**src/hdl/ecwr_pkg.sv**
```systemverilog
// Shared types and constants of the echo-confirmed word receiver.
// Request and response payload structs, op and kind codes, register indexes.
// No dependencies.
package ecwr_pkg;

   // Transfer limits
   localparam int unsigned MAX_PAYLOAD = 64;
   localparam int unsigned WORD_BYTES  = 4;
   localparam int unsigned RSP_SLOTS   = 6;
   localparam int unsigned SLOT_CNT_W  = $clog2(RSP_SLOTS + 1);

   // Request op codes
   localparam logic [1:0] OP_START = 2'd0;
   localparam logic [1:0] OP_BYTE  = 2'd1;
   localparam logic [1:0] OP_TICK  = 2'd2;

   // Response kind codes
   localparam logic [1:0] KIND_TX    = 2'd0;
   localparam logic [1:0] KIND_STORE = 2'd1;
   localparam logic [1:0] KIND_OK    = 2'd2;
   localparam logic [1:0] KIND_FAIL  = 2'd3;

   // Configuration register indexes
   localparam logic [2:0] REG_ACK_CODE     = 3'd0;
   localparam logic [2:0] REG_NAK_CODE     = 3'd1;
   localparam logic [2:0] REG_STEP_TIMEOUT = 3'd2;
   localparam logic [2:0] REG_MAX_RETRIES  = 3'd3;
   localparam logic [2:0] REG_ABORT_TMO    = 3'd4;

   typedef struct packed {
      logic [1:0] op;
      logic [7:0] rx_byte;
      logic [6:0] payload_length;
   } req_type;

   typedef struct packed {
      logic [1:0] kind;
      logic [7:0] value;
      logic [5:0] byte_index;
      logic       last;
   } rsp_type;

endpackage

```
**src/hdl/ecwr_result_queue.sv**
```systemverilog
// Response buffer: loaded with up to RSP_SLOTS responses at once, drained one a cycle
// while rsp_ready is high. Depends on ecwr_pkg.
module ecwr_result_queue (
   input  logic                clock,
   input  logic                reset,
   input  logic                load,
   input  logic [2:0]          load_count,
   input  ecwr_pkg::rsp_type   load_items [ecwr_pkg::RSP_SLOTS],
   output logic                free,
   output logic                rsp_valid,
   input  logic                rsp_ready,
   output ecwr_pkg::rsp_type   rsp_data
);
   import ecwr_pkg::*;

   rsp_type               slot_ff [RSP_SLOTS];
   logic [SLOT_CNT_W-1:0] cnt_ff;
   logic                  pop;

   assign rsp_valid = (cnt_ff != '0);
   assign rsp_data  = slot_ff[0];
   assign pop       = rsp_valid && rsp_ready;
   // Free for a new load when empty or when the last response leaves now
   assign free      = (cnt_ff == '0) || (cnt_ff == SLOT_CNT_W'(1) && pop);

   // Count the queued responses
   always_ff @(posedge clock) begin
      if (reset) begin
         cnt_ff <= '0;
      end else if (load) begin
         cnt_ff <= SLOT_CNT_W'(load_count);
      end else if (pop) begin
         cnt_ff <= cnt_ff - SLOT_CNT_W'(1);
      end
   end

   // Load all slots, or advance the line toward the head
   always_ff @(posedge clock) begin
      for (int j = 0; j < RSP_SLOTS; j++) begin
         if (load) begin
            slot_ff[j] <= load_items[j];
         end else if (pop && j < RSP_SLOTS - 1) begin
            slot_ff[j] <= slot_ff[j + 1];
         end
      end
   end

endmodule

```
**src/hdl/echo_confirmed_word_receiver.sv**
```systemverilog
// Echo-confirmed word receiver, top level.
// Depends on ecwr_pkg and ecwr_result_queue.
//
// Usage:
//   Requests arrive on req_valid/req_ready/req_data: start a payload, deliver one
//   received link byte, or signal one millisecond tick. Each request yields zero to
//   six responses on rsp_valid/rsp_ready/rsp_data, the final one flagged by last.
//   Responses are bytes to transmit (word echo, ACK, NAK), stored payload bytes
//   with their offsets, and a done-ok or done-failed mark.
//   Registers are written through csr_we/csr_index/csr_wdata by the user only
//   while idle; the block itself does not enforce this.
// Timing:
//   A request is registered at acceptance and processed in the next cycle, once the
//   response buffer is free; its first response is shown the cycle after. The buffer
//   drains one entry per cycle while rsp_ready is high and frees as its last leaves.
// Reset:
//   Synchronous reset idles the receiver, empties the buffer and restores the
//   register defaults. Word bytes are not cleared.
// Stall:
//   When rsp_ready is low the buffer holds; one further request waits in the
//   input register, then req_ready drops until the buffer frees.
module echo_confirmed_word_receiver (
   input  logic               clock,
   input  logic               reset,
   input  logic               req_valid,
   output logic               req_ready,
   input  ecwr_pkg::req_type  req_data,
   output logic               rsp_valid,
   input  logic               rsp_ready,
   output ecwr_pkg::rsp_type  rsp_data,
   input  logic               csr_we,
   input  logic [2:0]         csr_index,
   input  logic [15:0]        csr_wdata
);
   import ecwr_pkg::*;

   // Configuration registers
   logic [7:0]  ack_code_ff;
   logic [7:0]  nak_code_ff;
   logic [15:0] step_timeout_ff;
   logic [7:0]  max_retries_ff;
   logic [7:0]  abort_tmo_ff;

   // Input register
   req_type     in_ff;
   logic        in_valid_ff;

   // Transfer state
   logic        active_ff,  active_in;
   logic [2:0]  phase_ff,   phase_in;
   logic [7:0]  bytes_ff [WORD_BYTES];
   logic [7:0]  bytes_in [WORD_BYTES];
   logic [6:0]  offset_ff,  offset_in;
   logic [6:0]  total_ff,   total_in;
   logic [7:0]  tries_ff,   tries_in;
   logic [7:0]  trow_ff,    trow_in;
   logic [15:0] wait_ff,    wait_in;

   // Processing signals
   logic        proc;
   logic        q_free;
   rsp_type     items [RSP_SLOTS];
   logic [2:0]  n_items;
   logic [6:0]  len_sat;
   logic [6:0]  remain;
   logic [2:0]  store;
   logic [15:0] limit;
   logic [15:0] wait_inc;

   assign proc      = in_valid_ff && q_free;
   assign req_ready = !in_valid_ff || proc;

   // Write configuration registers
   always_ff @(posedge clock) begin
      if (reset) begin
         ack_code_ff     <= 8'd6;
         nak_code_ff     <= 8'd21;
         step_timeout_ff <= 16'd100;
         max_retries_ff  <= 8'd5;
         abort_tmo_ff    <= 8'd3;
      end else if (csr_we) begin
         case (csr_index)
            REG_ACK_CODE:     ack_code_ff     <= csr_wdata[7:0];
            REG_NAK_CODE:     nak_code_ff     <= csr_wdata[7:0];
            REG_STEP_TIMEOUT: step_timeout_ff <= csr_wdata;
            REG_MAX_RETRIES:  max_retries_ff  <= csr_wdata[7:0];
            REG_ABORT_TMO:    abort_tmo_ff    <= csr_wdata[7:0];
            default: ;
         endcase
      end
   end

   // Hold the accepted request until it is processed
   always_ff @(posedge clock) begin
      if (reset) begin
         in_valid_ff <= 1'b0;
      end else if (req_valid && req_ready) begin
         in_valid_ff <= 1'b1;
      end else if (proc) begin
         in_valid_ff <= 1'b0;
      end
   end

   always_ff @(posedge clock) begin
      if (req_valid && req_ready) begin
         in_ff <= req_data;
      end
   end

   // Advance transfer state when a request is processed
   always_ff @(posedge clock) begin
      if (reset) begin
         active_ff <= 1'b0;
         phase_ff  <= '0;
         offset_ff <= '0;
         total_ff  <= '0;
         tries_ff  <= '0;
         trow_ff   <= '0;
         wait_ff   <= '0;
      end else if (proc) begin
         active_ff <= active_in;
         phase_ff  <= phase_in;
         offset_ff <= offset_in;
         total_ff  <= total_in;
         tries_ff  <= tries_in;
         trow_ff   <= trow_in;
         wait_ff   <= wait_in;
      end
   end

   always_ff @(posedge clock) begin
      if (proc) begin
         bytes_ff <= bytes_in;
      end
   end

   // Next state and the response list for the held request
   always_comb begin
      active_in = active_ff;
      phase_in  = phase_ff;
      bytes_in  = bytes_ff;
      offset_in = offset_ff;
      total_in  = total_ff;
      tries_in  = tries_ff;
      trow_in   = trow_ff;
      wait_in   = wait_ff;
      n_items   = '0;
      for (int j = 0; j < RSP_SLOTS; j++) begin
         items[j] = '0;
      end

      len_sat  = ({25'd0, in_ff.payload_length} > MAX_PAYLOAD) ?
                 7'(MAX_PAYLOAD) : in_ff.payload_length;
      remain   = total_ff - offset_ff;
      store    = (remain > 7'd4) ? 3'd4 : remain[2:0];
      limit    = (step_timeout_ff == '0) ? 16'd1 : step_timeout_ff;
      wait_inc = wait_ff + 16'd1;

      case (in_ff.op)
         OP_START: begin
            active_in = (len_sat != '0);
            total_in  = len_sat;
            offset_in = '0;
            phase_in  = '0;
            tries_in  = '0;
            trow_in   = '0;
            wait_in   = '0;
            if (len_sat == '0) begin
               items[0].kind = KIND_OK;
               n_items       = 3'd1;
            end
         end
         OP_BYTE: begin
            if (active_ff) begin
               wait_in = '0;
               if (phase_ff < 3'd4) begin
                  // Collect the byte; echo the word once complete
                  bytes_in[phase_ff[1:0]] = in_ff.rx_byte;
                  phase_in = phase_ff + 3'd1;
                  if (phase_ff == 3'd3) begin
                     for (int j = 0; j < WORD_BYTES - 1; j++) begin
                        items[j].kind  = KIND_TX;
                        items[j].value = bytes_ff[j];
                     end
                     items[WORD_BYTES-1].kind  = KIND_TX;
                     items[WORD_BYTES-1].value = in_ff.rx_byte;
                     n_items = 3'(WORD_BYTES);
                  end
               end else if (in_ff.rx_byte == ack_code_ff) begin
                  // Store the valid bytes, acknowledge, advance
                  for (int j = 0; j < WORD_BYTES; j++) begin
                     if (3'(j) < store) begin
                        items[j].kind       = KIND_STORE;
                        items[j].value      = bytes_ff[j];
                        items[j].byte_index = 6'(offset_ff + 7'(j));
                     end
                  end
                  items[store].kind  = KIND_TX;
                  items[store].value = ack_code_ff;
                  n_items   = store + 3'd1;
                  offset_in = offset_ff + {4'd0, store};
                  trow_in   = '0;
                  tries_in  = '0;
                  phase_in  = '0;
                  if (remain <= 7'd4) begin
                     items[3'(store + 3'd1)].kind = KIND_OK;
                     n_items   = store + 3'd2;
                     active_in = 1'b0;
                  end
               end else begin
                  // Reject the word and count the try
                  items[0].kind  = KIND_TX;
                  items[0].value = nak_code_ff;
                  n_items  = 3'd1;
                  phase_in = '0;
                  tries_in = tries_ff + 8'd1;
                  if (tries_in >= max_retries_ff) begin
                     items[1].kind = KIND_FAIL;
                     n_items   = 3'd2;
                     active_in = 1'b0;
                  end
               end
            end
         end
         OP_TICK: begin
            if (active_ff) begin
               if (wait_inc >= limit) begin
                  // Restart the word; either limit fails the transfer
                  wait_in  = '0;
                  phase_in = '0;
                  trow_in  = trow_ff + 8'd1;
                  if (trow_in >= abort_tmo_ff) begin
                     items[0].kind = KIND_FAIL;
                     n_items   = 3'd1;
                     active_in = 1'b0;
                  end else begin
                     tries_in = tries_ff + 8'd1;
                     if (tries_in >= max_retries_ff) begin
                        items[0].kind = KIND_FAIL;
                        n_items   = 3'd1;
                        active_in = 1'b0;
                     end
                  end
               end else begin
                  wait_in = wait_inc;
               end
            end
         end
         default: ;
      endcase

      // Flag the final response of this request
      for (int j = 0; j < RSP_SLOTS; j++) begin
         items[j].last = (n_items == 3'(j + 1));
      end
   end

   ecwr_result_queue u_queue (
      .clock      (clock),
      .reset      (reset),
      .load       (proc),
      .load_count (n_items),
      .load_items (items),
      .free       (q_free),
      .rsp_valid  (rsp_valid),
      .rsp_ready  (rsp_ready),
      .rsp_data   (rsp_data)
   );

endmodule
```
**config.mk**
```make
export PLATFORM = sky130hd
export DESIGN_NAME = echo_confirmed_word_receiver
export DESIGN_NICKNAME = d
export VERILOG_FILES = /design/src/hdl/ecwr_pkg.sv /design/src/hdl/ecwr_result_queue.sv /design/src/hdl/echo_confirmed_word_receiver.sv
export SDC_FILE = /design/constraint.sdc
export NUM_CORES = 1
export LEC_CHECK = 0
export ABC_AREA = 0
export BUFFER_PORTS_ARGS = -buffer_cell sky130_fd_sc_hd__buf_2
export CORE_AREA = 2 2 157 159
export CTS_CLUSTER_DIAMETER = 30
export DETAILED_ROUTE_END_ITERATION = 7
export DIE_AREA = 0 0 159 161
export PLACE_DENSITY = 0.7
export SETUP_SLACK_MARGIN = 0.1
export SYNTH_ARGS = -nofsm -noshare
export SYNTH_HDL_FRONTEND = slang
export SYNTH_SLANG_ARGS = --single-unit
```
**constraint.sdc**
```tcl
create_clock -name clock -period 4.33 [get_ports clock]
set_input_delay 0 -clock clock [delete_from_list [all_inputs] [get_ports clock]]
set_output_delay 0 -clock clock [all_outputs]
set_load 0.02 [all_outputs]
```
==> impl_metrics.json <==
{
  "run_status": "finished, final reports clean",
  "num_rows": 57,
  "finalSetupTns_ns": 0,
  "grtUsageTotal_pct": 23.9,
  "clk_latency_ns": 0.56,
  "num_antenna_cells": 0,
  "hold_depth": 2,
  "startpoint_type": "register",
  "tightest_slew_ns": 1.18,
  "first_pass_iters": 7,
  "grt_max_degree": 67,
  "cts-htree-levels": 2,
  "cts_root_buf": "clkbuf_16",
  "synth-edff-count": 137,
  "grt_pass1_wl_um": 49900,
  "finalMaxSlewViolations": 0,
  "ys_types": 67,
  "whs_endpoint": "in_ff[15]",
  "die_w_um": 159,
  "grt_overflow_total": 0,
  "port_buffers": 59,
  "wl_met1_um": 13200,
  "critical_path_required_ns": 4.63,
  "r2r-start": "offset_ff[3]",
  "power_leakage_nw": 5.70,
  "arrival_ns": 4.29,
  "antenna_found_initial": 0,
  "routedWlPerCell_um": 18.1,
  "synth-main-ff-cell": "edfxtp_1",
  "cts_made_buffers": 54,
  "dieHeight_um": 161,
  "ys_seq_area_share_pct": 51.3,
  "yosysTopAreaCell": "edfxtp_1",
  "fin_nets": 1433,
  "fin_crit_sh_pct": 92.2,
  "worstHoldStart": "req_data[15]",
  "cap_violations": 0,
  "synthTopCellsByArea": "edfxtp_1, dfxtp_1, ha_1",
  "clkSinkCount": 239,
  "top_layer": "met4",
  "synth_top_area_share_pct": 34.3,
  "post-cts-setup-buffers": 0,
  "critPathCaptureType": "register",
  "ys_ff_latch": 239,
  "hp-class": "input pin to register",
  "core_area_mm2": 0.0240,
  "drtAntennaViolNets": 0,
  "synth_common_cells": "nand2_1, edfxtp_1, dfxtp_1",
  "synth_most_common_cell": "nand2_1",
  "syn_inst": 1198,
  "cts_tree": "built",
  "syn-num-nets": 1303,
  "grt_pass1_vias": 9757,
  "synth_area_per_cell_um2": 10.0,
  "critical_path_class": "register to register",
  "reg2reg_depth": 12,
  "skew_ns": 0.0174,
  "yosysWarnings": 0,
  "wl_met2_um": 14700,
  "areaGrowthSynthToFinish_pct": 26.5,
  "whs_ns": 0.162,
  "r2r_slack_ns": 0.34,
  "rsz0062_at_grt": "yes",
  "relSlewSlack_pct": 21.4,
  "power.density_mw_per_mm2": 581,
  "finalCriticalPeriod_ns": 3.99,
  "setup_viol_count_final": 0,
  "drc_errors": 0,
  "synthArstFlopShare_pct": 0,
  "place_congestion": 0.856,
  "viasPerCell": 5.69,
  "routed_wl_um": 30800,
  "drt_iter0_markers": 789,
  "vias": 9657,
  "dieArea_mm2": 0.0256,
  "r2r_end": "u_queue.slot_ff[0][32]",
  "clockBufferDepth": 3,
  "drive_gt1_share_pct": 15.8,
  "io_pins": 60,
  "hold_viol": 0,
  "netlist_area_mm2": 0.0120,
  "crit_fanout": 9,
  "dp_hpwl_um": 19900,
  "irDropWorstVdd_mv": 0.333,
  "path_clk_slew_ns": 0.05,
  "fmax_mhz": 251,
  "met3WireLength_um": 2070,
  "start_util_pct": 50.1
}
==> per-layer routing <==
layer / vias to the layer above / global-route usage, %
met5: - / 0
li1: 4626 / -
met4: 0 / 8.64
met2: 347 / 40.2
met1: 4621 / 30.7
met3: 63 / 5.26
==> cells by family (layout without fill, tap and decap cells) <==
family / Yosys count / count (layout) / synth area share (%)
AOI/OAI and AO/OA: 286 / 286 / 15.5
xor gates and xnor gates: 55 / 55 / 4.17
adders and majority gates: 64 / 64 / 6.80
buffers and inverters: 131 / 307 / 4.75
DFF: 239 / 239 / 51.3
muxes: 17 / 17 / 1.42
and+or+nand+nor: 406 / 406 / 16.0
==> what timing repair did <==
item / in CTS / in global routing
hold buffers: 49 / 0
gates resized for setup: 2 / 17
endpoints found under the setup margin: 7 / 65
gates cloned: 0 / 0
endpoints found under the hold margin: 78 / 0
==> flip-flops by register name, summed over array words and instances, names as in the netlist <==
signal / count
abort_tmo_ff: 8
ack_code_ff: 8
active_ff: 1
bytes_ff: 32
in_ff: 17
in_valid_ff: 1
max_retries_ff: 8
nak_code_ff: 8
offset_ff: 7
phase_ff: 3
step_timeout_ff: 16
total_ff: 7
tries_ff: 8
trow_ff: 8
u_queue.cnt_ff: 3
u_queue.slot_ff: 88
wait_ff: 16
==> through the flow <==
| stage | power (W) | instances | worst slack [ns] | cell area (um^2) | util [%] |
|---|---|---|---|---|---|
| 2_1_floorplan | 0.00415 | 1198 | 0.284 | 12000 | - |
| 3_3_place_gp | 0.00448 | 1547 | 0.319 | 12600 | 52.6 |
| 3_5_place_dp | 0.00452 | 1547 | 0.150 | 12600 | 52.6 |
| 4_1_cts | 0.00883 | 1698 | 0.103 | 15100 | 62.9 |
| 5_1_grt | 0.00915 | 1698 | 0.0489 | 15200 | 63.3 |
| 6_report | 0.00882 | 1698 | 0.339 | 15200 | 63.3 |
==> cell type report <==
class	count	area, um^2
inverters	65	244
well taps	324	405
repair buffers	140	1030
multi-input cells	828	5380
clock inverters	32	354
clock buffers	70	1610
fillers	1937	8790
flip-flops and latches	239	6160
==> power breakdown <==
| group | total (W) | switching (W) | internal (W) |
|---|---|---|---|
| combinational | 0.00139 | 0.000938 | 0.000454 |
| clock | 0.00427 | 0.00134 | 0.00293 |
| sequential | 0.00316 | 0.000179 | 0.00298 |
| total | 0.00882 | 0.00246 | 0.00636 |
==> worst max-delay path by stage <==
stage | slack, ns | to | startpoint | depth (start not counted)
after floorplan | 0.28 | u_queue.slot_ff[1][15] | offset_ff[1] | 17
after global routing | 0.05 | u_queue.slot_ff[0][32] | offset_ff[3] | 12
after detailed placement | 0.15 | u_queue.slot_ff[1][0] | total_ff[0] | 15
final | 0.34 | u_queue.slot_ff[0][32] | offset_ff[3] | 12
after global placement | 0.32 | u_queue.slot_ff[0][17] | offset_ff[4] | 11
after CTS | 0.10 | u_queue.slot_ff[1][0] | total_ff[0] | 15
==> cell usage in the layout (no fill, tap or decap), types with 17 or more instances in the layout <==
cell type	netlist	layout
a21oi_1	91	90
a22oi_1	17	17
buf_2	2	59
buf_4	18	32
clkbuf_16	0	62
dfxtp_1	102	102
dlygate4sd3_1	0	49
edfxtp_1	137	137
ha_1	62	62
inv_1	63	62
mux2i_1	17	17
nand2_1	167	166
nand3_1	39	39
nand3b_1	19	19
nor2_1	75	73
o21ai_0	73	73
xnor2_1	36	36
xor2_1	18	17
==> worst max-delay path: stages (launching register included) <==
cell     delay, ns
dfxtp_1       0.48
inv_1         0.18
ha_1          0.30
or3b_1        0.38
a211o_1       0.28
a221o_1       0.42
nor2_1        0.28
nand2_1       0.15
inv_1         0.18
ha_1          0.41
xor2_4        0.15
o311a_1       0.30
a221o_1       0.25
(Power assumes the default switching activity.)
